<file path="src/rwps_ram.sv">
// ----------------------------------------------------------------------------
// rwps_ram
// Generic single write port, single read port RAM with registered read data.
// ----------------------------------------------------------------------------
`default_nettype none

module rwps_ram #(
   parameter int WIDTH = 32,
   parameter int DEPTH = 64
) (
   input  wire logic                     clock,
   input  wire logic                     wr_en,
   input  wire logic [$clog2(DEPTH)-1:0] wr_addr,
   input  wire logic [WIDTH-1:0]         wr_data,
   input  wire logic [$clog2(DEPTH)-1:0] rd_addr,
   output logic      [WIDTH-1:0]         rd_data
);

   logic [WIDTH-1:0] mem [DEPTH];

   // Write port
   always_ff @(posedge clock) begin
      if (wr_en) begin
         mem[wr_addr] <= wr_data;
      end
   end

   // Registered read port
   always_ff @(posedge clock) begin
      rd_data <= mem[rd_addr];
   end

endmodule

`default_nettype wire

</file>
<file path="config.mk">
export PLATFORM = sky130hd
export DESIGN_NAME = rwps_ram
export DESIGN_NICKNAME = d
export VERILOG_FILES = /design/src/rwps_ram.sv
export SDC_FILE = /design/constraint.sdc
export NUM_CORES = 2
export LEC_CHECK = 0
export ABC_AREA = 1
export BUFFER_PORTS_ARGS = -buffer_cell sky130_fd_sc_hd__buf_2
export CAP_MARGIN = 30
export CORE_AREA = 3 3 411 413
export DETAILED_ROUTE_END_ITERATION = 8
export DIE_AREA = 0 0 414 416
export HOLD_SLACK_MARGIN = 0.06
export PLACE_DENSITY = 0.65
export SLEW_MARGIN = 5
export SYNTH_ARGS = -nofsm -noshare
export SYNTH_HDL_FRONTEND = slang
export SYNTH_SLANG_ARGS = --single-unit
</file>
<file path="constraint.sdc">
create_clock -name clock -period 11.18 [get_ports clock]
set_input_delay 0.559 -clock clock [delete_from_list [all_inputs] [get_ports clock]]
set_output_delay 0.559 -clock clock [all_outputs]
set_load 0.1 [all_outputs]
</file>
# [After elaboration in Yosys (flattened, before gate mapping)]
# Memories as Yosys holds them, arrays and structs flattened. A register that Yosys moved wholly into a read port is not among the register bits.
# Index checks and enable logic that the tools add are counted.
[totals] word_cells=3 memories=1 romBits=0 mem_bits_rw=2048 out_inout_bits=32 latch_bits=0 reg_bits=0
[op_classes] eq_ne=0 reduce_logical=0 n_addsub=0 magnitude_cmp=0 n_mux=2 n_div=0 multipliers=0 bitwise=0 n_shift=0
[memory_table] name="mem" words=64 word_bits=32 rd=1 rd_ports_with_merged_regs=1 wr=1 line="19" text="logic [WIDTH-1:0] mem [DEPTH];"
[op_table] op="$mux 1" count=2

# [Depth between registers and ports, before layout]
[depth] ltp_word=2 ltp_mapped=13

# [Worst setup path after synthesis]
# OpenSTA, ideal clock, no wires.
[synth_path] path_kind="input to register" start="input port wr_en" end="memory mem[48][0] (enable)" stages=3 t_arrival_ns=4.187 setup_slack_ns=6.491 cell_sequence="clkbuf_1 -> nand4_1 -> nor4_1"
[synth_via] elab_chain_len=2
[synth_rtl] element="start, declared" line="12" text="input wire logic wr_en,"
[synth_rtl] element="$mux 1" line="23" text="if (wr_en) begin"
[synth_rtl] element="$mux 1 (not written as such)" line="24" text="mem[wr_addr] <= wr_data;"
[synth_rtl] element="end, declared" line="19"
# No other way between the ends.

==> reports/metrics.csv <==
stage,metric,value,unit
setup_path,CP Capture Point,rd_data[25],
logic_synthesis,mapped cell area,82740,um^2
layout,area of the multi-input gates,18770,um^2
timing,worst-margin pin slew,0.9715,ns
cts,setup repair bufs after CTS,0,
placed_design,GPL Wtd Cong,0.7893,
setup_path,required time worst endpoint,11.93,ns
cts,hold buffers post-CTS,0,
power,Leakage,0.03219,uW
layout,"Design Area, Final",91890,um^2
global_routing,first-pass GRT wire length,345300,um
setup_path,CP Capture Type,register,
floorplanning,Starting Density,0.5009,
setup_path,Worst path max stage delay,0.75,ns
setup_path,Crit-path slowest cell,buf_4,
power,VDD IR-drop max,0.0001648,V
flow_run,max cap viols,0,
setup_path,startpoint type of the worst setup path,input port,
floorplanning,die height,416,um
timing,max-slew violation count,0,
layout,Reg area,62140,um^2
floorplanning,row count,149,
placed_design,Detail Placement HPWL,116400,um
global_routing,initial antenna violation count,19,
global_routing,vias in the first global route,51132,
drt,mean routed wirelength per cell,26.11,um
setup_path,worst flop-to-flop path endpoint,rd_data[8],
setup_path,arrival time worst endpoint,4.44,ns
cts,PostCTS Resize Cnt,0,
logic_synthesis,Synth cell types,16,
floorplanning,io pins,78,
layout,Area Growth Syn to Fin,11.06,%
cts,Longest Clk Path Bufs,3,
drt,Initial DRC Count,7137,
layout,post-layout util,0.5563,
timing,min cycle time layout,3.689,ns
logic_synthesis,post-synthesis adder-cell area fraction,0,
cts,CTS Root Cell,clkbuf_16,
global_routing,largest net degree at the start of global routing,243,
setup_path,R2R depth,8,
global_routing,GR Overflow Total,0,
power,power per cell area,178.1,nW/um^2
drt,highest routed metal layer,met5,
global_routing,GRT Total Usage,0.2726,
layout,most frequent cells in the layout,"2248 x nand2_1, 2048 x edfxtp_1, 1907 x nand3_1, 205 x clkbuf_16, 137 x buf_4",
placed_design,placed inst area,85400,um^2
drt,ANT nets after route,0,
layout,"commonest non-fill, non-tap cell in the layout",nand2_1,
timing,hold slack,0.3110,ns
placed_design,PortBufs,77,
logic_synthesis,Post-Synth XOR/XNOR Area,0,
drt,Routed WL,238200,um
timing,worst rel slew slack,0.3523,
setup_path,WS Path Type,in2reg,
drt,WL met3,21420,um
timing,achievable clock frequency,271.1,MHz
logic_synthesis,mux contribution to synthesized area,0,
drt,met2 routed WL,113200,um
cts,CTS tree,done,
floorplanning,die area,172200,um^2
timing,Clock Skew,0.02721,ns
drt,via count,53838,
timing,period utilisation layout,0.3299,
drt,DRT met1 WL,91570,um
layout,Final nets,6796,
layout,share of cells above drive strength 1,0.08484,
cts,clk slew on worst S/H paths,0.06,ns
drt,DRC viols,0,
logic_synthesis,Seq cells post-synth,2080,
setup_path,critical path startpoint,rd_addr[0],
floorplanning,Die Wd,414,um
logic_synthesis,sequential-to-total area share from yosys stat,0.7510,
worst_hold_path,worst hold-check path type,in2reg,
drt,vias per std cell,5.903,
cts,H-tree level count,4,
floorplanning,Core ar.,165200,um^2
outcome,status,finished clean,
setup_path,worst reg2reg path startpoint,mem[20][8],
logic_synthesis,Synth Area in Simple Gates,0.2212,
timing,final setup fails,0,
cts,Worst-Skew Late Latency,0.83,ns
layout,FILL cells,13469,
timing,final hold violations,0,
timing,Fin Setup TNS,0,ns
drt,DRT Pass-1 Iters,6,
logic_synthesis,Synth Area in Compound Gates,0,
logic_synthesis,Mapped Nets,6815,
setup_path,CP max FO,242,
cts,TritonCTS sink count,2080,
logic_synthesis,total number of yosys warnings,0,
cts,TritonCTS buffer count,199,
setup_path,CP Cell Sequence,"buf_8, inv_16, buf_4, buf_4, nand2_1, nand3_1, nand3_1, nand3_1, nand3_1, nand2_1, nand2_1, nand2_1",
logic_synthesis,Synth Instances,6769,
logic_synthesis,syn avg cell area,12.22,um^2
logic_synthesis,largest family of logic cells by synthesized area,simple AND/OR/NAND/NOR gates,
setup_path,flop-to-flop setup slack,9.38,ns
timing,RSZ-0062 raised after global routing,no,
cells by family after synthesis:
| family | Yosys count |
|---|---|
| DFF | 2080 |
| buffers and inverters | 461 |
| and+or+nand+nor | 4228 |
worst min path at each step:
stage	start	end	depth (start not counted)
global placement	mem[36][15]	rd_data[15]	8
global route	rd_addr[3]	rd_data[4]	5
detailed placement	mem[58][31]	rd_data[31]	8
floorplan	wr_data[0]	mem[0][0]	0
CTS	rd_addr[3]	rd_data[4]	5
finish	rd_addr[3]	rd_data[4]	5
sequential cells by signal, summed over array words and instances, names as in the netlist:
register	flops
mem	2048
rd_data	32
worst max-delay path: cells and delay by family:
kind | cells | cell delay, ns
AND/OR/NAND/NOR | 8 | 1.24
buffers and inverters | 4 | 2.43
layer usage:
metal,vias to the layer above,GRT usage
met2,2738,0.4422
met3,458,0.03626
met4,4,0.1295
met5,-,0
met1,26549,0.3677
li1,24089,-
power breakdown:
group	switching [uW]	internal, uW	leakage (uW)
sequential	42.3	8630	0.0187
clock	2860	3740	0.00315
combinational	870	226	0.0103
total	3770	12600	0.0322
cell usage after synthesis:
cell	instances	share of area
nand2_1	2248	0.10
edfxtp_1	2048	0.74
nand3_1	1907	0.12
buf_2	282	0.017
clkbuf_1	77	0.0035
nor2_1	56	0.0025
buf_4	45	0.0041
buf_1	40	0.0018
dfxtp_1	32	0.0077
inv_1	9	0.00041
nand4_1	9	0.00068
nor4_1	8	0.00060
buf_6	3	0.00041
buf_8	2	0.00036
inv_2	2	0.000091
inv_4	1	0.000076
metrics by stage:
stage          cells  setup slack, ns  total power (uW)
5_1_grt         9117            7.276             16830
3_5_place_dp    8733            6.683              9926
3_3_place_gp    8731            6.698              9911
2_1_floorplan   6769            6.491              9454
6_report        9121            7.491             16370
4_1_cts         9103            7.537             16430
layout make-up:
class,instances,share of cell area
Clock inverter,111,0.009845
Sequential cell,2080,0.6763
Antenna cell,13,0.0003540
Inverter,12,0.0008851
Multi-Input combinational cell,4228,0.2043
Timing Repair Buffer,229,0.01904
Clock buffer,259,0.05956
Tap cell,2189,0.02981
(Power assumes the default switching activity.)
