File: config.mk
export PLATFORM = sky130hd
export DESIGN_NAME = rwps_csr
export DESIGN_NICKNAME = d
export VERILOG_FILES = /design/src/rwps_pkg.sv /design/src/rwps_csr.sv
export SDC_FILE = /design/constraint.sdc
export NUM_CORES = 1
export LEC_CHECK = 0
export BUFFER_PORTS_ARGS = -buffer_cell sky130_fd_sc_hd__buf_2
export CELL_PAD_IN_SITES_DETAIL_PLACEMENT = 0
export CELL_PAD_IN_SITES_GLOBAL_PLACEMENT = 1
export CORE_ASPECT_RATIO = 1.2
export CORE_MARGIN = 5
export CORE_UTILIZATION = 33
export CTS_CLUSTER_SIZE = 28
export DETAILED_ROUTE_END_ITERATION = 10
export HOLD_SLACK_MARGIN = 0.08
export PLACE_DENSITY_LB_ADDON = 0.1
export SLEW_MARGIN = 40
export SYNTH_ARGS = -nofsm -noshare
export SYNTH_HDL_FRONTEND = slang
export SYNTH_SLANG_ARGS = --single-unit
File: constraint.sdc
create_clock -name clock -period 2.61 [get_ports clock]
set_clock_uncertainty 0.1 [all_clocks]
set_input_delay 0.3915 -clock clock [delete_from_list [all_inputs] [get_ports clock]]
set_output_delay 0.3915 -clock clock [all_outputs]
set_load 0.005 [all_outputs]
File: src/rwps_pkg.sv
// ----------------------------------------------------------------------------
// rwps_pkg
// Shared types and constants for the rolling window packet statistics block.
// ----------------------------------------------------------------------------
`default_nettype none

package rwps_pkg;

   // Counter geometry
   localparam int CTR_W   = 32;
   localparam int NUM_CTR = 8;
   localparam int TIME_W  = 32;

   // Default snapshot ring depth
   localparam int DEFAULT_RING_DEPTH = 64;

   // Register file
   localparam int CSR_IDX_W  = 2;
   localparam int CSR_DATA_W = 32;

   typedef enum logic [CSR_IDX_W-1:0] {
      CSR_ENABLE        = 2'd0,
      CSR_SCAN_INTERVAL = 2'd1,
      CSR_WINDOW        = 2'd2
   } csr_index_type;

   localparam logic [CSR_DATA_W-1:0] SCAN_INTERVAL_RESET = 32'd5000;
   localparam logic [CSR_DATA_W-1:0] WINDOW_RESET        = 32'd300000;

   typedef struct packed {
      logic              enable;
      logic [TIME_W-1:0] scan_interval_ms;
      logic [TIME_W-1:0] window_ms;
   } cfg_type;

   // Eight counters side by side, index 0 = local good .. 7 = remote resync
   typedef logic [NUM_CTR-1:0][CTR_W-1:0] ctr_vec_type;

   typedef struct packed {
      logic [TIME_W-1:0] now_ms;
      logic [CTR_W-1:0]  local_good;
      logic [CTR_W-1:0]  local_late;
      logic [CTR_W-1:0]  local_lost;
      logic [CTR_W-1:0]  local_resync;
      logic [CTR_W-1:0]  remote_good;
      logic [CTR_W-1:0]  remote_late;
      logic [CTR_W-1:0]  remote_lost;
      logic [CTR_W-1:0]  remote_resync;
   } req_type;

   typedef struct packed {
      logic             sampled;
      logic [CTR_W-1:0] roll_local_good;
      logic [CTR_W-1:0] roll_local_late;
      logic [CTR_W-1:0] roll_local_lost;
      logic [CTR_W-1:0] roll_local_resync;
      logic [CTR_W-1:0] roll_remote_good;
      logic [CTR_W-1:0] roll_remote_late;
      logic [CTR_W-1:0] roll_remote_lost;
      logic [CTR_W-1:0] roll_remote_resync;
   } rsp_type;

   // Gather the counters of a request into one vector
   function automatic ctr_vec_type req_counters(req_type r);
      ctr_vec_type v;
      v[0] = r.local_good;
      v[1] = r.local_late;
      v[2] = r.local_lost;
      v[3] = r.local_resync;
      v[4] = r.remote_good;
      v[5] = r.remote_late;
      v[6] = r.remote_lost;
      v[7] = r.remote_resync;
      return v;
   endfunction

   // Build a response beat from the flag and the rolling values
   function automatic rsp_type make_rsp(logic s, ctr_vec_type v);
      rsp_type r;
      r.sampled            = s;
      r.roll_local_good    = v[0];
      r.roll_local_late    = v[1];
      r.roll_local_lost    = v[2];
      r.roll_local_resync  = v[3];
      r.roll_remote_good   = v[4];
      r.roll_remote_late   = v[5];
      r.roll_remote_lost   = v[6];
      r.roll_remote_resync = v[7];
      return r;
   endfunction

endpackage

`default_nettype wire

File: src/rwps_csr.sv
// ----------------------------------------------------------------------------
// rwps_csr
// Configuration registers: enable, scan interval and window length.
// ----------------------------------------------------------------------------
`default_nettype none

module rwps_csr (
   input  wire logic                               clock,
   input  wire logic                               reset,
   input  wire logic                               csr_valid,
   output logic                                    csr_ready,
   input  wire logic [rwps_pkg::CSR_IDX_W-1:0]     csr_index,
   input  wire logic [rwps_pkg::CSR_DATA_W-1:0]    csr_wdata,
   output rwps_pkg::cfg_type                       cfg
);

   import rwps_pkg::*;

   cfg_type cfg_ff;
   cfg_type cfg_in;

   // Always take writes; unknown indexes are dropped
   assign csr_ready = 1'b1;

   always_comb begin
      cfg_in = cfg_ff;
      if (csr_valid) begin
         case (csr_index)
            CSR_ENABLE:        cfg_in.enable           = csr_wdata[0];
            CSR_SCAN_INTERVAL: cfg_in.scan_interval_ms = csr_wdata;
            CSR_WINDOW:        cfg_in.window_ms        = csr_wdata;
            default:           cfg_in = cfg_ff;
         endcase
      end
   end

   always_ff @(posedge clock) begin
      if (reset) begin
         cfg_ff.enable           <= 1'b0;
         cfg_ff.scan_interval_ms <= SCAN_INTERVAL_RESET;
         cfg_ff.window_ms        <= WINDOW_RESET;
      end else begin
         cfg_ff <= cfg_in;
      end
   end

   assign cfg = cfg_ff;

endmodule

`default_nettype wire

* After elaboration in Yosys (flattened, before gate mapping)
Index checks and enable logic that the tools add are counted.
** Storage, ports and cells
- Flip-flop bits (word level) :: 65
- Input bits :: 37
- Output and inout port bits :: 66
- Logic and storage cells :: 9
** Cells by class
- Eq/ne operators :: 2
- Reduce and logical (&&, ||, !) cells :: 4
** Operators with widths (number)
- 2-bit AND reduction :: 3
- 2-bit by 1-bit == test with 1-bit output (second input constant) :: 1
- 2-bit == test (second input constant) :: 1
- 2-bit logical NOT :: 1

* Depth between registers and ports, before layout
- Depth after elaboration :: 2
- Gate-level depth with buffers :: 4
- Mapped depth without buffers :: 2

* Least setup slack after synthesis
Ideal clock, no wire load.
- Kind :: in2reg
- Start point :: input csr_index[1] (netlist bit)
- End point :: register cfg_ff, in the netlist cfg[41]
- Setup time :: 0.072 ns
- Arrival :: 1.056 ns
- Data required time :: 2.438 ns
- Slack :: 1.382 ns
- Cell stages on the path :: 4
- Buffers on the path :: 2
- Cell sequence :: and3b_1 -> buf_6 -> buf_6 -> mux2i_1
** On the way
- Longest elaborated chain between the ends :: 2
** Ends and longest elaborated chain
- from (decl) :: line rwps_csr.sv:12 : input wire logic [rwps_pkg::CSR_IDX_W-1:0] csr_index,
- 2-bit by 1-bit == test with 1-bit output :: line rwps_csr.sv:28 : case (csr_index)
- 2-bit AND reduction (no line)
- to (signal assigned) :: line rwps_csr.sv:43 : cfg_ff <= cfg_in;
- to (decl) :: line rwps_csr.sv:19 : cfg_type cfg_ff;
Every way passes these cells.
A chain may end at the register's enable or synchronous reset.

* Worst setup path after layout
- Start point :: input csr_index[1] (netlist bit)
- End point :: register cfg_ff, in the netlist cfg[48]
The elaborated chain is that of the path after synthesis.

==> run metrics <==
Max-cap violations=0; hold path endpoint=cfg[50]; top cell type's share of synthesized area=0.484; Syn. warnings=0; PD cells=about 640 nW/um^2; die width=between 90 and 100 um; CTS clk-pin slew, worst paths=0.07 ns; Reg-to-Reg End=cfg[6]; share of cells above drive strength 1=0.337; CTS resizes=0; clock latency on the worst-skew pair=0.34 ns; fin. max-slew vios=0; fin crit period=approximately 1.4 ns; synth top area cells=dfxtp_1, mux2i_1, nand2b_1; Max stage delay on crit path=around 0.52 ns; flop2flop setup slack=~1.9 ns; Fin. Hold Viols=0; switch share=0.222; clock sink count=65; GRT overflow=0; initial antenna violation count=0; CTS buffer count=9; FILL cells=796; Largest register FFs=65; Internal Power=1.72 mW; RD Place Congestion=between 0.6 and 0.7; crit path launch type=input port; post-synthesis net count=~300; reg2reg path depth=2; crit end category=register; Syn Std Cell Area=between 2000 and 3000 um^2; setup TNS=0 ns; Synth area leader=dfxtp_1; 1st-pass router iterations=4; slowest CP cell=and3b_2; die area=approximately 10,000 um^2; commonest cells after routing, fill and taps aside=buf_2, nand2b_1, mux2i_1, dfxtp_1, nor2_1; leakage=1.65 nW; total wire length=6.17 mm; Sw Pwr=roughly 490 uW; worst-path fanout max=14; average wire per standard cell=between 10 and 15 um; HP Class=input port to register; Least-Margin Pin Slew=slightly below 0.7 ns; Max Buffers Root-to-Sink=2; CORE AREA=between 8000 and 9000 um^2; CTS root buffer=clkbuf_8; FP Rows=36; depth of the worst hold-timing path=3; clock network power share=0.439; Seq pwr share=0.472; Iter 0 DRT Violations=between 40 and 50; Area growth, synth to finish=29.3%; die height=109 um; Slew headroom=0.541; pre-CTS setup slack=0.800 ns; post-route antenna net violation count=0; fin crit share=0.547; Vias=2,003; Crit Path Class=input port to register; CTS Hold Bufs=0; WP data required=2.77 ns; Max VDD drop=0.272 mV; sequential share of the synthesized area=0.484; vias in the first global route=between 2,000 and 2,500; Yosys cell types=12; Initial Utilization=0.333; Mean Syn Cell Area=roughly 11 um^2; final worst setup slack=roughly 1.2 ns; gr usage total=0.127; CTS tree=done; Worst R2R Start=cfg[6]; HPWL after DPL=approximately 4.4 mm; synthesis-stage register bit count=65; combinational fraction of design power=0.089; Setup violations, final=0; critical path arrival=1.59 ns; Syn Inst Count=256; # Post-CTS Setup Buffers=0; RSZ-0062 raised after global routing=false; most common cell after layout, fill and taps aside=buf_2; Post-route DRC=0; Port Buffers=between 100 and 150; ant diodes=0; CP cell instances=buf_2, and3b_2, buf_4, mux2i_1; status=complete, no violations; Max H-tree Level=3; vias per cell=between 4 and 5; nets=391; Top Ports=slightly above 100; first-pass GRT wire length=between 9 and 10 mm; f_max=0.701 GHz; pin count of the biggest net entering global routing=57; min-delay src=csr_wdata[18]
-- power by group through the flow --
stage	sequential (mW)	clock, mW	combinational (mW)
floorplan	1.07	0	0.113
global placement	1.07	0	0.200
detailed placement	1.07	0	0.202
CTS	1.04	1.01	0.202
global route	1.05	1.06	0.220
finish	1.04	0.970	0.196
-- how the worst max path moves through the flow --
stage | cells past startpoint | start | slack [ns] | endpoint
floorplan | 4 | csr_index[1] | 1.38 | cfg[41]
global placement | 4 | csr_index[1] | 0.84 | cfg[53]
detailed placement | 4 | csr_index[1] | 0.80 | cfg[32]
CTS | 4 | csr_index[1] | 1.16 | cfg[32]
global route | 4 | csr_index[1] | 1.08 | cfg[52]
finish | 4 | csr_index[1] | 1.18 | cfg[48]
-- cell usage after synthesis --
cell / n
and3b_1: 2
buf_2: 1
buf_4: 5
buf_6: 3
clkbuf_1: 9
conb_1: 1
dfxtp_1: 65
mux2i_1: 65
nand2b_1: 80
nand3b_1: 2
nor2_1: 22
nor3b_1: 1
-- metrics by stage --
| step | std cells | hold slack [ns] | utilization | area [um^2] | total power [mW] |
|---|---|---|---|---|---|
| floorplan | 256 | 0.365 | - | 2690 | 1.18 |
| global placement | 438 | 0.356 | 0.403 | 3250 | 1.27 |
| detailed placement | 438 | 0.359 | 0.403 | 3250 | 1.27 |
| CTS | 454 | 0.204 | 0.431 | 3480 | 2.25 |
| global route | 454 | 0.210 | 0.431 | 3480 | 2.33 |
| finish | 454 | 0.220 | 0.431 | 3480 | 2.21 |
-- routing by layer --
layer / GRT usage / wire (um)
met4: 0.0637 / 121
met1: 0.159 / 2840
met3: 0.0545 / 490
met2: 0.185 / 2720
met5: 0 / 0
-- cell type report --
class                      instances  area, um^2  area share
sequential                        65        1300       0.374
timing repair buffer             105         548       0.158
tap                               95         119      0.0342
clock inverter                     4        75.1      0.0216
multi-input combinational        173        1280       0.368
clock buffer                      12         155      0.0446
-- logic make-up (layout without fill, tap and decap cells) --
kind of cell	count (synthesis)	after routing	synth area share
mux	65	65	0.242
simple gates	107	107	0.232
flops	65	65	0.484
other cells	1	1	0.00139
buf+inv	18	121	0.0409
-- worst max-delay path, delay by kind of cell --
kind	cells	cell delay, ns
buffers and inverters	2	0.46
muxes	1	0.20
and+or+nand+nor	1	0.52
No activity file was read; power rests on OpenSTA's default activity.
