===== src/rwps_pkg.sv =====
// ----------------------------------------------------------------------------
// rwps_pkg
// Shared types and constants for the rolling window packet statistics block.
// ----------------------------------------------------------------------------
`default_nettype none

package rwps_pkg;

   // Counter geometry
   localparam int CTR_W   = 32;
   localparam int NUM_CTR = 8;
   localparam int TIME_W  = 32;

   // Default snapshot ring depth
   localparam int DEFAULT_RING_DEPTH = 64;

   // Register file
   localparam int CSR_IDX_W  = 2;
   localparam int CSR_DATA_W = 32;

   typedef enum logic [CSR_IDX_W-1:0] {
      CSR_ENABLE        = 2'd0,
      CSR_SCAN_INTERVAL = 2'd1,
      CSR_WINDOW        = 2'd2
   } csr_index_type;

   localparam logic [CSR_DATA_W-1:0] SCAN_INTERVAL_RESET = 32'd5000;
   localparam logic [CSR_DATA_W-1:0] WINDOW_RESET        = 32'd300000;

   typedef struct packed {
      logic              enable;
      logic [TIME_W-1:0] scan_interval_ms;
      logic [TIME_W-1:0] window_ms;
   } cfg_type;

   // Eight counters side by side, index 0 = local good .. 7 = remote resync
   typedef logic [NUM_CTR-1:0][CTR_W-1:0] ctr_vec_type;

   typedef struct packed {
      logic [TIME_W-1:0] now_ms;
      logic [CTR_W-1:0]  local_good;
      logic [CTR_W-1:0]  local_late;
      logic [CTR_W-1:0]  local_lost;
      logic [CTR_W-1:0]  local_resync;
      logic [CTR_W-1:0]  remote_good;
      logic [CTR_W-1:0]  remote_late;
      logic [CTR_W-1:0]  remote_lost;
      logic [CTR_W-1:0]  remote_resync;
   } req_type;

   typedef struct packed {
      logic             sampled;
      logic [CTR_W-1:0] roll_local_good;
      logic [CTR_W-1:0] roll_local_late;
      logic [CTR_W-1:0] roll_local_lost;
      logic [CTR_W-1:0] roll_local_resync;
      logic [CTR_W-1:0] roll_remote_good;
      logic [CTR_W-1:0] roll_remote_late;
      logic [CTR_W-1:0] roll_remote_lost;
      logic [CTR_W-1:0] roll_remote_resync;
   } rsp_type;

   // Gather the counters of a request into one vector
   function automatic ctr_vec_type req_counters(req_type r);
      ctr_vec_type v;
      v[0] = r.local_good;
      v[1] = r.local_late;
      v[2] = r.local_lost;
      v[3] = r.local_resync;
      v[4] = r.remote_good;
      v[5] = r.remote_late;
      v[6] = r.remote_lost;
      v[7] = r.remote_resync;
      return v;
   endfunction

   // Build a response beat from the flag and the rolling values
   function automatic rsp_type make_rsp(logic s, ctr_vec_type v);
      rsp_type r;
      r.sampled            = s;
      r.roll_local_good    = v[0];
      r.roll_local_late    = v[1];
      r.roll_local_lost    = v[2];
      r.roll_local_resync  = v[3];
      r.roll_remote_good   = v[4];
      r.roll_remote_late   = v[5];
      r.roll_remote_lost   = v[6];
      r.roll_remote_resync = v[7];
      return r;
   endfunction

endpackage

`default_nettype wire


===== src/rwps_seq.sv =====
// ----------------------------------------------------------------------------
// rwps_seq
// Request sequencer: sample decision, ring push, stale scan over the time
// memory, rolling value update and the response register.
// ----------------------------------------------------------------------------
`default_nettype none

module rwps_seq #(
   parameter int RING_DEPTH = rwps_pkg::DEFAULT_RING_DEPTH,
   localparam int IDX_W     = $clog2(RING_DEPTH),
   localparam int CNT_W     = $clog2(RING_DEPTH + 1)
) (
   input  wire logic                                clock,
   input  wire logic                                reset,
   input  wire rwps_pkg::cfg_type                   cfg,
   input  wire logic                                req_valid,
   output logic                                     req_stall,
   input  wire rwps_pkg::req_type                   req_data,
   output logic                                     rsp_valid,
   input  wire logic                                rsp_stall,
   output rwps_pkg::rsp_type                        rsp_data,
   // ring memory ports
   output logic                                     mem_wr_en,
   output logic [IDX_W-1:0]                         mem_wr_addr,
   output logic [IDX_W-1:0]                         mem_rd_addr,
   input  wire logic [rwps_pkg::TIME_W-1:0]         time_rd_data,
   input  wire rwps_pkg::ctr_vec_type               ctr_rd_data
);

   import rwps_pkg::*;

   localparam int SUM_W = CNT_W + 1;

   typedef enum logic [2:0] {
      ST_IDLE,
      ST_PUSH,
      ST_READ,
      ST_CHECK,
      ST_OUT
   } state_type;

   state_type           state_ff,     state_in;
   req_type             cur_ff,       cur_in;
   logic                sampled_ff,   sampled_in;
   logic [TIME_W-1:0]   last_ff,      last_in;
   logic                once_ff,      once_in;
   logic [IDX_W-1:0]    oldest_ff,    oldest_in;
   logic [CNT_W-1:0]    fill_ff,      fill_in;
   ctr_vec_type         roll_ff,      roll_in;
   logic                rsp_valid_ff, rsp_valid_in;
   rsp_type             rsp_data_ff,  rsp_data_in;

   logic [TIME_W-1:0]   since_last;
   logic                take_sample;
   logic                ring_full;
   logic [IDX_W-1:0]    oldest_adj;
   logic [CNT_W-1:0]    fill_adj;
   logic [SUM_W-1:0]    slot_sum;
   logic [IDX_W-1:0]    slot;
   logic [TIME_W-1:0]   age;
   logic                stale;
   logic [IDX_W-1:0]    oldest_next;
   ctr_vec_type         cur_ctr;

   // Advance a ring index with wrap
   function automatic logic [IDX_W-1:0] ring_inc(logic [IDX_W-1:0] i);
      if (i == IDX_W'(RING_DEPTH - 1)) begin
         return '0;
      end
      return i + IDX_W'(1);
   endfunction

   // Sample decision on the incoming request
   assign since_last  = req_data.now_ms - last_ff;
   assign take_sample = cfg.enable &&
                        (!once_ff || (since_last >= cfg.scan_interval_ms));

   // Push slot: drop the oldest entry first when the ring is full
   assign ring_full  = (fill_ff == CNT_W'(RING_DEPTH));
   assign oldest_adj = ring_full ? ring_inc(oldest_ff) : oldest_ff;
   assign fill_adj   = ring_full ? CNT_W'(RING_DEPTH - 1) : fill_ff;
   assign slot_sum   = SUM_W'(oldest_adj) + SUM_W'(fill_adj);
   assign slot       = (slot_sum >= SUM_W'(RING_DEPTH)) ?
                       IDX_W'(slot_sum - SUM_W'(RING_DEPTH)) : IDX_W'(slot_sum);

   // Age of the oldest kept snapshot
   assign age         = cur_ff.now_ms - time_rd_data;
   assign stale       = (fill_ff != '0) && (age > cfg.window_ms);
   assign oldest_next = ring_inc(oldest_ff);
   assign cur_ctr     = req_counters(cur_ff);

   // Memory control
   assign mem_wr_en   = (state_ff == ST_PUSH);
   assign mem_wr_addr = slot;
   assign mem_rd_addr = (state_ff == ST_CHECK && stale) ? oldest_next : oldest_ff;

   always_comb begin
      state_in     = state_ff;
      cur_in       = cur_ff;
      sampled_in   = sampled_ff;
      last_in      = last_ff;
      once_in      = once_ff;
      oldest_in    = oldest_ff;
      fill_in      = fill_ff;
      roll_in      = roll_ff;
      rsp_valid_in = rsp_valid_ff;
      rsp_data_in  = rsp_data_ff;

      // Retire the delivered beat
      if (rsp_valid_ff && !rsp_stall) begin
         rsp_valid_in = 1'b0;
      end

      case (state_ff)
         ST_IDLE: begin
            if (req_valid) begin
               cur_in     = req_data;
               sampled_in = take_sample;
               if (take_sample) begin
                  once_in  = 1'b1;
                  last_in  = req_data.now_ms;
                  state_in = ST_PUSH;
               end else begin
                  state_in = ST_OUT;
               end
            end
         end
         // Write the snapshot and commit the pointers
         ST_PUSH: begin
            oldest_in = oldest_adj;
            fill_in   = fill_adj + CNT_W'(1);
            state_in  = ST_READ;
         end
         // Read address is oldest_ff this cycle
         ST_READ: begin
            state_in = ST_CHECK;
         end
         // Drop stale entries one a cycle, then form the deltas
         ST_CHECK: begin
            if (stale) begin
               oldest_in = oldest_next;
               fill_in   = fill_ff - CNT_W'(1);
            end else begin
               if (fill_ff != '0) begin
                  for (int k = 0; k < NUM_CTR; k++) begin
                     roll_in[k] = cur_ctr[k] - ctr_rd_data[k];
                  end
               end
               state_in = ST_OUT;
            end
         end
         // Hand the result to the output register once it is free
         ST_OUT: begin
            if (!rsp_valid_ff || !rsp_stall) begin
               rsp_valid_in = 1'b1;
               rsp_data_in  = make_rsp(sampled_ff, roll_ff);
               state_in     = ST_IDLE;
            end
         end
         default: begin
            state_in = ST_IDLE;
         end
      endcase
   end

   always_ff @(posedge clock) begin
      if (reset) begin
         state_ff     <= ST_IDLE;
         last_ff      <= '0;
         once_ff      <= 1'b0;
         oldest_ff    <= '0;
         fill_ff      <= '0;
         roll_ff      <= '0;
         rsp_valid_ff <= 1'b0;
      end else begin
         state_ff     <= state_in;
         last_ff      <= last_in;
         once_ff      <= once_in;
         oldest_ff    <= oldest_in;
         fill_ff      <= fill_in;
         roll_ff      <= roll_in;
         rsp_valid_ff <= rsp_valid_in;
      end
      cur_ff      <= cur_in;
      sampled_ff  <= sampled_in;
      rsp_data_ff <= rsp_data_in;
   end

   assign req_stall = (state_ff != ST_IDLE);
   assign rsp_valid = rsp_valid_ff;
   assign rsp_data  = rsp_data_ff;

endmodule

`default_nettype wire


===== config.mk =====
export PLATFORM = sky130hd
export DESIGN_NAME = rwps_seq
export DESIGN_NICKNAME = d
export VERILOG_FILES = /design/src/rwps_pkg.sv /design/src/rwps_seq.sv
export SDC_FILE = /design/constraint.sdc
export NUM_CORES = 2
export LEC_CHECK = 0
export ABC_AREA = 0
export BUFFER_PORTS_ARGS = -buffer_cell sky130_fd_sc_hd__buf_4
export CORE_AREA = 2 2 355 357
export DETAILED_ROUTE_END_ITERATION = 16
export DIE_AREA = 0 0 357 359
export PLACE_DENSITY = 0.53
export SLEW_MARGIN = 20
export SYNTH_ARGS = -nofsm -noshare
export SYNTH_HDL_FRONTEND = slang
export SYNTH_SLANG_ARGS = --single-unit

===== constraint.sdc =====
create_clock -name clock -period 64.5 [get_ports clock]
set_input_delay 12.9 -clock clock [delete_from_list [all_inputs] [get_ports clock]]
set_output_delay 12.9 -clock clock [all_outputs]
set_load 0.01 [all_outputs]

; ---- Yosys cells after proc, flatten, opt, wreduce, memory -nomap -nowiden
; Cells that the tools add are included.
[word_totals]
word_cells = 100
regBits = 852
[classes]
n_eq_ne = 10
order_cmp = 3
n_bitwise = 1
n_reduce_logical = 19
n_addsub = 15
muxes = 19
[ops]
columns = operator, n
row1 = $sub A32 B32 Y32, 10
row2 = $mux W6, 6
row3 = $ge A32 B32 Y1, 1
row4 = $gt A32 B32 Y1, 1
row5 = $pmux W3 S5, 1
row6 = $mux W7, 2
row7 = $pmux W7 S2, 1
row8 = $mux W3, 4
row9 = $pmux W6 S2, 1
row10 = $reduce_and A3 Y1, 3
row11 = $add A6 B7 Y8, 1
row12 = $ge A8 B7 Y1 const B, 1
row13 = $ne A2 B2 Y1 const B, 4
row14 = $add A7 B1 Y7 const B, 1
row15 = $eq A7 B7 Y1 const B, 1
row16 = $reduce_bool A7 Y1, 1
row17 = $sub A7 B1 Y7 const B, 1
row18 = $add A6 B1 Y6 const B, 1
row19 = $eq A3 B2 Y1 const B, 2
row20 = $eq A6 B6 Y1 const B, 1
row21 = $reduce_and A2 Y1, 3
row22 = $sub A6 B1 Y6 const B, 1
row23 = $logic_and A1 B1 Y1, 4
row24 = $mux W1, 4
row25 = 8 further kinds, 11

; ---- Logic depth before layout (Yosys ltp)
[logic_depth]
depth_word = 7
mapped_depth = 29
depth_no_buf = 27

; ---- Worst setup path before layout
; No wires, ideal clock.
[synth_path]
path_kind = input-to-reg
startpoint = in req_valid
endpoint = reg last_ff[10]
stages = 6
arrival_time_ps = 36329
setup_slack_ps = 28044
setup_ps = 128
required_ps = 64372
n_path_buf = 1
path_cell_list = nand2b_1 > nor3_1 > nand2_1 > buf_2 > mux2i_1 > nor2_1
[synth_between]
elab_chain_cells = 1
[synth_lines]
columns = element, line
row1 = "start, declared", rwps_seq.sv:16  ; input wire logic req_valid,
row2 = $reduce_and A3 Y1 (no source line), --
row3 = "end signal, assigned", rwps_seq.sv:177  ; last_ff <= last_in;
row4 = "end, declared", rwps_seq.sv:45  ; logic [TIME_W-1:0] last_ff, last_in;
; No other way between the ends.
; A chain may end at the register's enable or synchronous reset.

; ---- Final worst setup path
[layout_path]
startpoint = in time_rd_data[0] (netlist name)
endpoint = out mem_rd_addr[0]
[layout_between]
elab_chain_cells = 5
[layout_lines]
columns = element, line
row1 = "start, declared", rwps_seq.sv:26  ; input wire logic [rwps_pkg::TIME_W-1:0] time_rd_data,
row2 = $sub A32 B32 Y32, rwps_seq.sv:87  ; assign age = cur_ff.now_ms - time_rd_data;
row3 = $gt A32 B32 Y1, rwps_seq.sv:88  ; assign stale = (fill_ff != '0) && (age > cfg.window_ms);
row4 = $logic_and A1 B1 Y1, rwps_seq.sv:88
row5 = $logic_and A1 B1 Y1, rwps_seq.sv:95  ; assign mem_rd_addr = (state_ff == ST_CHECK && stale) ? oldest_next : oldest_ff;
row6 = $mux W6, rwps_seq.sv:95
row7 = "end, declared", rwps_seq.sv:25  ; output logic [IDX_W-1:0] mem_rd_addr,
; No other way between the ends.

==> impl_results.md <==
* Outcome: completed
* ANT nets after route at 0
* WL per Instance at about 21 um
* RSZ-0062 raised after global routing: false
* Initial Util at 36.0%
* Initial drt markers at 2300
* Fmax achieved at approximately 0.032 GHz
* Clock Latency Late Sink at between 0.7 and 0.8 ns
* Multi-input combinational cell area at roughly 20000 sq um
* Pwr/cell area at ~27 nW/um^2
* TritonCTS clock tree: yes
* Cell count after placement at slightly below 7000
* Post-route minimum period at about 31 ns
* Ys async rst share at 0%
* Seq/Total Area, Yosys at 50.2%
* Number of synthesized flops with an enable pin at 546
* Layout cells sized above 1 at between 20% and 30%
* WP data arrival at ~18 ns
* Root buf cell: clkbuf_16
* Final non-filler cell total at around 7100
* Max capacitance violation total at 0
* Pre-antenna DRT Iters at 5
* Vias in the first global route at between 30000 and 40000
* Sink Count at 852
* DIE AREA at 128000 sq um
* Post-CTS setup buffers at 0
* Initial antenna violation count at 29
* Gate Count Post-Synth at ~4400
* WP data required at 51.60 ns
* Synth warn at 0
* Period utilization at approximately half
* Clk_skew at approximately 0.037 ns
* Distinct cells, synth at a little under 80
* Most common cell after layout, fill and taps aside: buf_4
* Fin nets at 6383
* IO Pins at around 900
* Endpoints failing setup at 0
* Count of final hold-check violations at 0
* Tot Pwr at around 1.5 mW
* Placement row count at 130
* Clock-pin slew on the worst setup and hold paths at around 0.060 ns
* Buffers on Ports at a little over 900
* Htree depth at 3
* Slew Limit Fails at 0
* Final hold slack at 0.411 ns
* Most frequent cells in the layout: buf_4 (932), nand2_1 (558), edfxtp_1 (546)
* Gp weighted congestion at 0.918
* Rel. slew slack at between 20% and 30%
* WL final at between 150000 and 200000 um
* GR Util All Layers at between 20% and 30%
* Core area at approximately 120000 sq um
* # DRC at 0
* Avg Inst Size Synth at 10.1 sq um
* Largest net degree at the start of global routing at about 180
* Critical Setup Path Class: input port to primary output
* Resized cells post-CTS at 0
* Die Wd at ~360 um
* Clock buffer count from CTS at 100
* Primary FF master, synth: edfxtp_1
* DPL Wire Length at 118000 um
* P_leak at between 20 and 25 nW
* HP Class: flip-flop to flip-flop
* Net Count, Synth at 5459
* CTS Buffer Depth at 3
* Peak VDD IR at about 0.000021 V
* Post-Syn Area at ~45000 sq um
* First-pass GRT wire length at roughly 220000 um
* Total gr overflow at 0
* Vias at between 30000 and 40000
* Worst slew pin tran at around 1.1 ns
* Synth Register Bits at approximately 850
* Die height at around 360 um
* Cts hold-fix bufs at 0
* Area growth syn-to-layout at 26.9%
* CP Capture Type: primary output
* Fillers at about 12000
* Register area at between 20000 and 25000 sq um
* Startpoint types: input port
* DR vias/cell at 5.04
* Total Neg Setup Slack at 0 ns
* Crit Path Max Fanout at 8
[per-stage QoR]
stage	utilization (%)	worst slack [ns]	instance area (sq um)
after floorplan	-	28.04	44900
after global placement	43.0	33.54	53600
after detailed placement	43.0	33.46	53600
after CTS	45.7	33.43	56900
after global routing	45.7	32.98	56900
final	45.7	33.40	57000
[path summary, 6_finish.rpt]
path | from | to | slack [ns] | cells after the start
setup reg to reg | cur_ff[256] | roll_ff[191] | 57.16 | 28
hold reg to reg | roll_ff[205] | rsp_data[45] | 0.41 | 0
hold / removal | roll_ff[205] | rsp_data[45] | 0.41 | 0
setup / recovery | time_rd_data[0] | mem_rd_addr[0] | 33.40 | 26
[critical path: stages]
cell	delay [ns]
buf_4	0.08
ha_1	0.16
inv_1	0.06
fa_1	0.42
a211oi_1	0.36
nor3_1	0.13
o31ai_1	0.28
nand2b_1	0.18
a31oi_1	0.27
o21a_1	0.27
o21ai_0	0.11
a21oi_1	0.26
o21bai_1	0.10
a21oi_1	0.18
xnor2_1	0.09
ha_1	0.18
a21o_1	0.17
a21o_1	0.17
a211o_1	0.29
o211ai_1	0.09
a21oi_1	0.11
or4_4	0.58
nand2_4	0.12
nor2_1	0.15
mux2_2	0.35
buf_4	0.14
[state kept, by name, summed over array words and instances, names as in the netlist]
name        count
fill_ff         7
cur_ctr       256
once_ff         1
rsp_data      257
sampled_ff      1
oldest_ff       6
state_ff        3
cur_ff         32
last_ff        32
roll_ff       256
rsp_valid       1
[cell type report]
type / instances / share of cell area (%)
Sequential cell: 852 / 39.5
Multi-Input combinational cell: 3010 / 35.5
Timing Repair Buffer: 936 / 12.4
Clock buffer: 137 / 4.92
Tap cell: 1650 / 3.62
Inverter: 446 / 2.94
Clock inverter: 53 / 0.969
Antenna cell: 17 / 0.0747
[routing by layer]
metal / part of all wire [%] / vias to the layer above / GRT usage [%]
met5: 0.082 / - / 0
met4: 3.3 / 18 / 8.16
met3: 6.5 / 223 / 5.66
met2: 48 / 986 / 39.1
met1: 42 / 17000 / 28.3
li1: - / 17500 / -
[cells by family (layout without fill, tap and decap cells)]
family	after synthesis	count (layout)	synth area share [%]
AO/OA/AOI/OAI	1128	1128	15.6
XOR/XNOR	283	283	5.52
adder cells (fa/ha/maj)	392	392	11.1
buffers and inverters	560	1572	4.81
flip-flops	852	852	50.2
multiplexers	42	42	0.954
other	0	17	0
AND/OR/NAND/NOR	1165	1165	11.8
[cells in the mapped netlist, drive strengths merged (7+ instances only)]
library cell | n | area [sq um]
a211o | 7 | 61.3
a211oi | 64 | 485
a21o | 168 | 1260
a21oi | 491 | 2470
a221oi | 13 | 120
a31o | 8 | 70.1
a31oi | 38 | 238
and2 | 13 | 81.3
and3 | 34 | 213
and4 | 7 | 61.3
buf | 34 | 183
clkbuf | 80 | 300
dfxtp | 306 | 6130
edfxtp | 546 | 16400
fa | 11 | 220
ha | 381 | 4770
inv | 446 | 1670
mux2i | 36 | 360
nand2 | 561 | 2120
nand2b | 52 | 325
nand3 | 72 | 360
nand4 | 28 | 175
nor2 | 210 | 788
nor2b | 42 | 263
nor3 | 56 | 280
nor3b | 7 | 52.6
o211ai | 15 | 113
o21a | 41 | 308
o21ai | 145 | 726
o21bai | 43 | 323
o22ai | 8 | 50.1
o31a | 10 | 87.6
o31ai | 18 | 140
o41ai | 7 | 61.3
or2 | 16 | 100
or3 | 33 | 206
or4 | 7 | 56.3
xnor2 | 190 | 1660
xor2 | 93 | 815
[power breakdown]
part / internal (mW) / switching, mW
Combinational: 0.146 / 0.187
Sequential: 0.614 / 0.0119
Clock: 0.331 / 0.243
Total: 1.09 / 0.442
(Power assumes the default switching activity.)
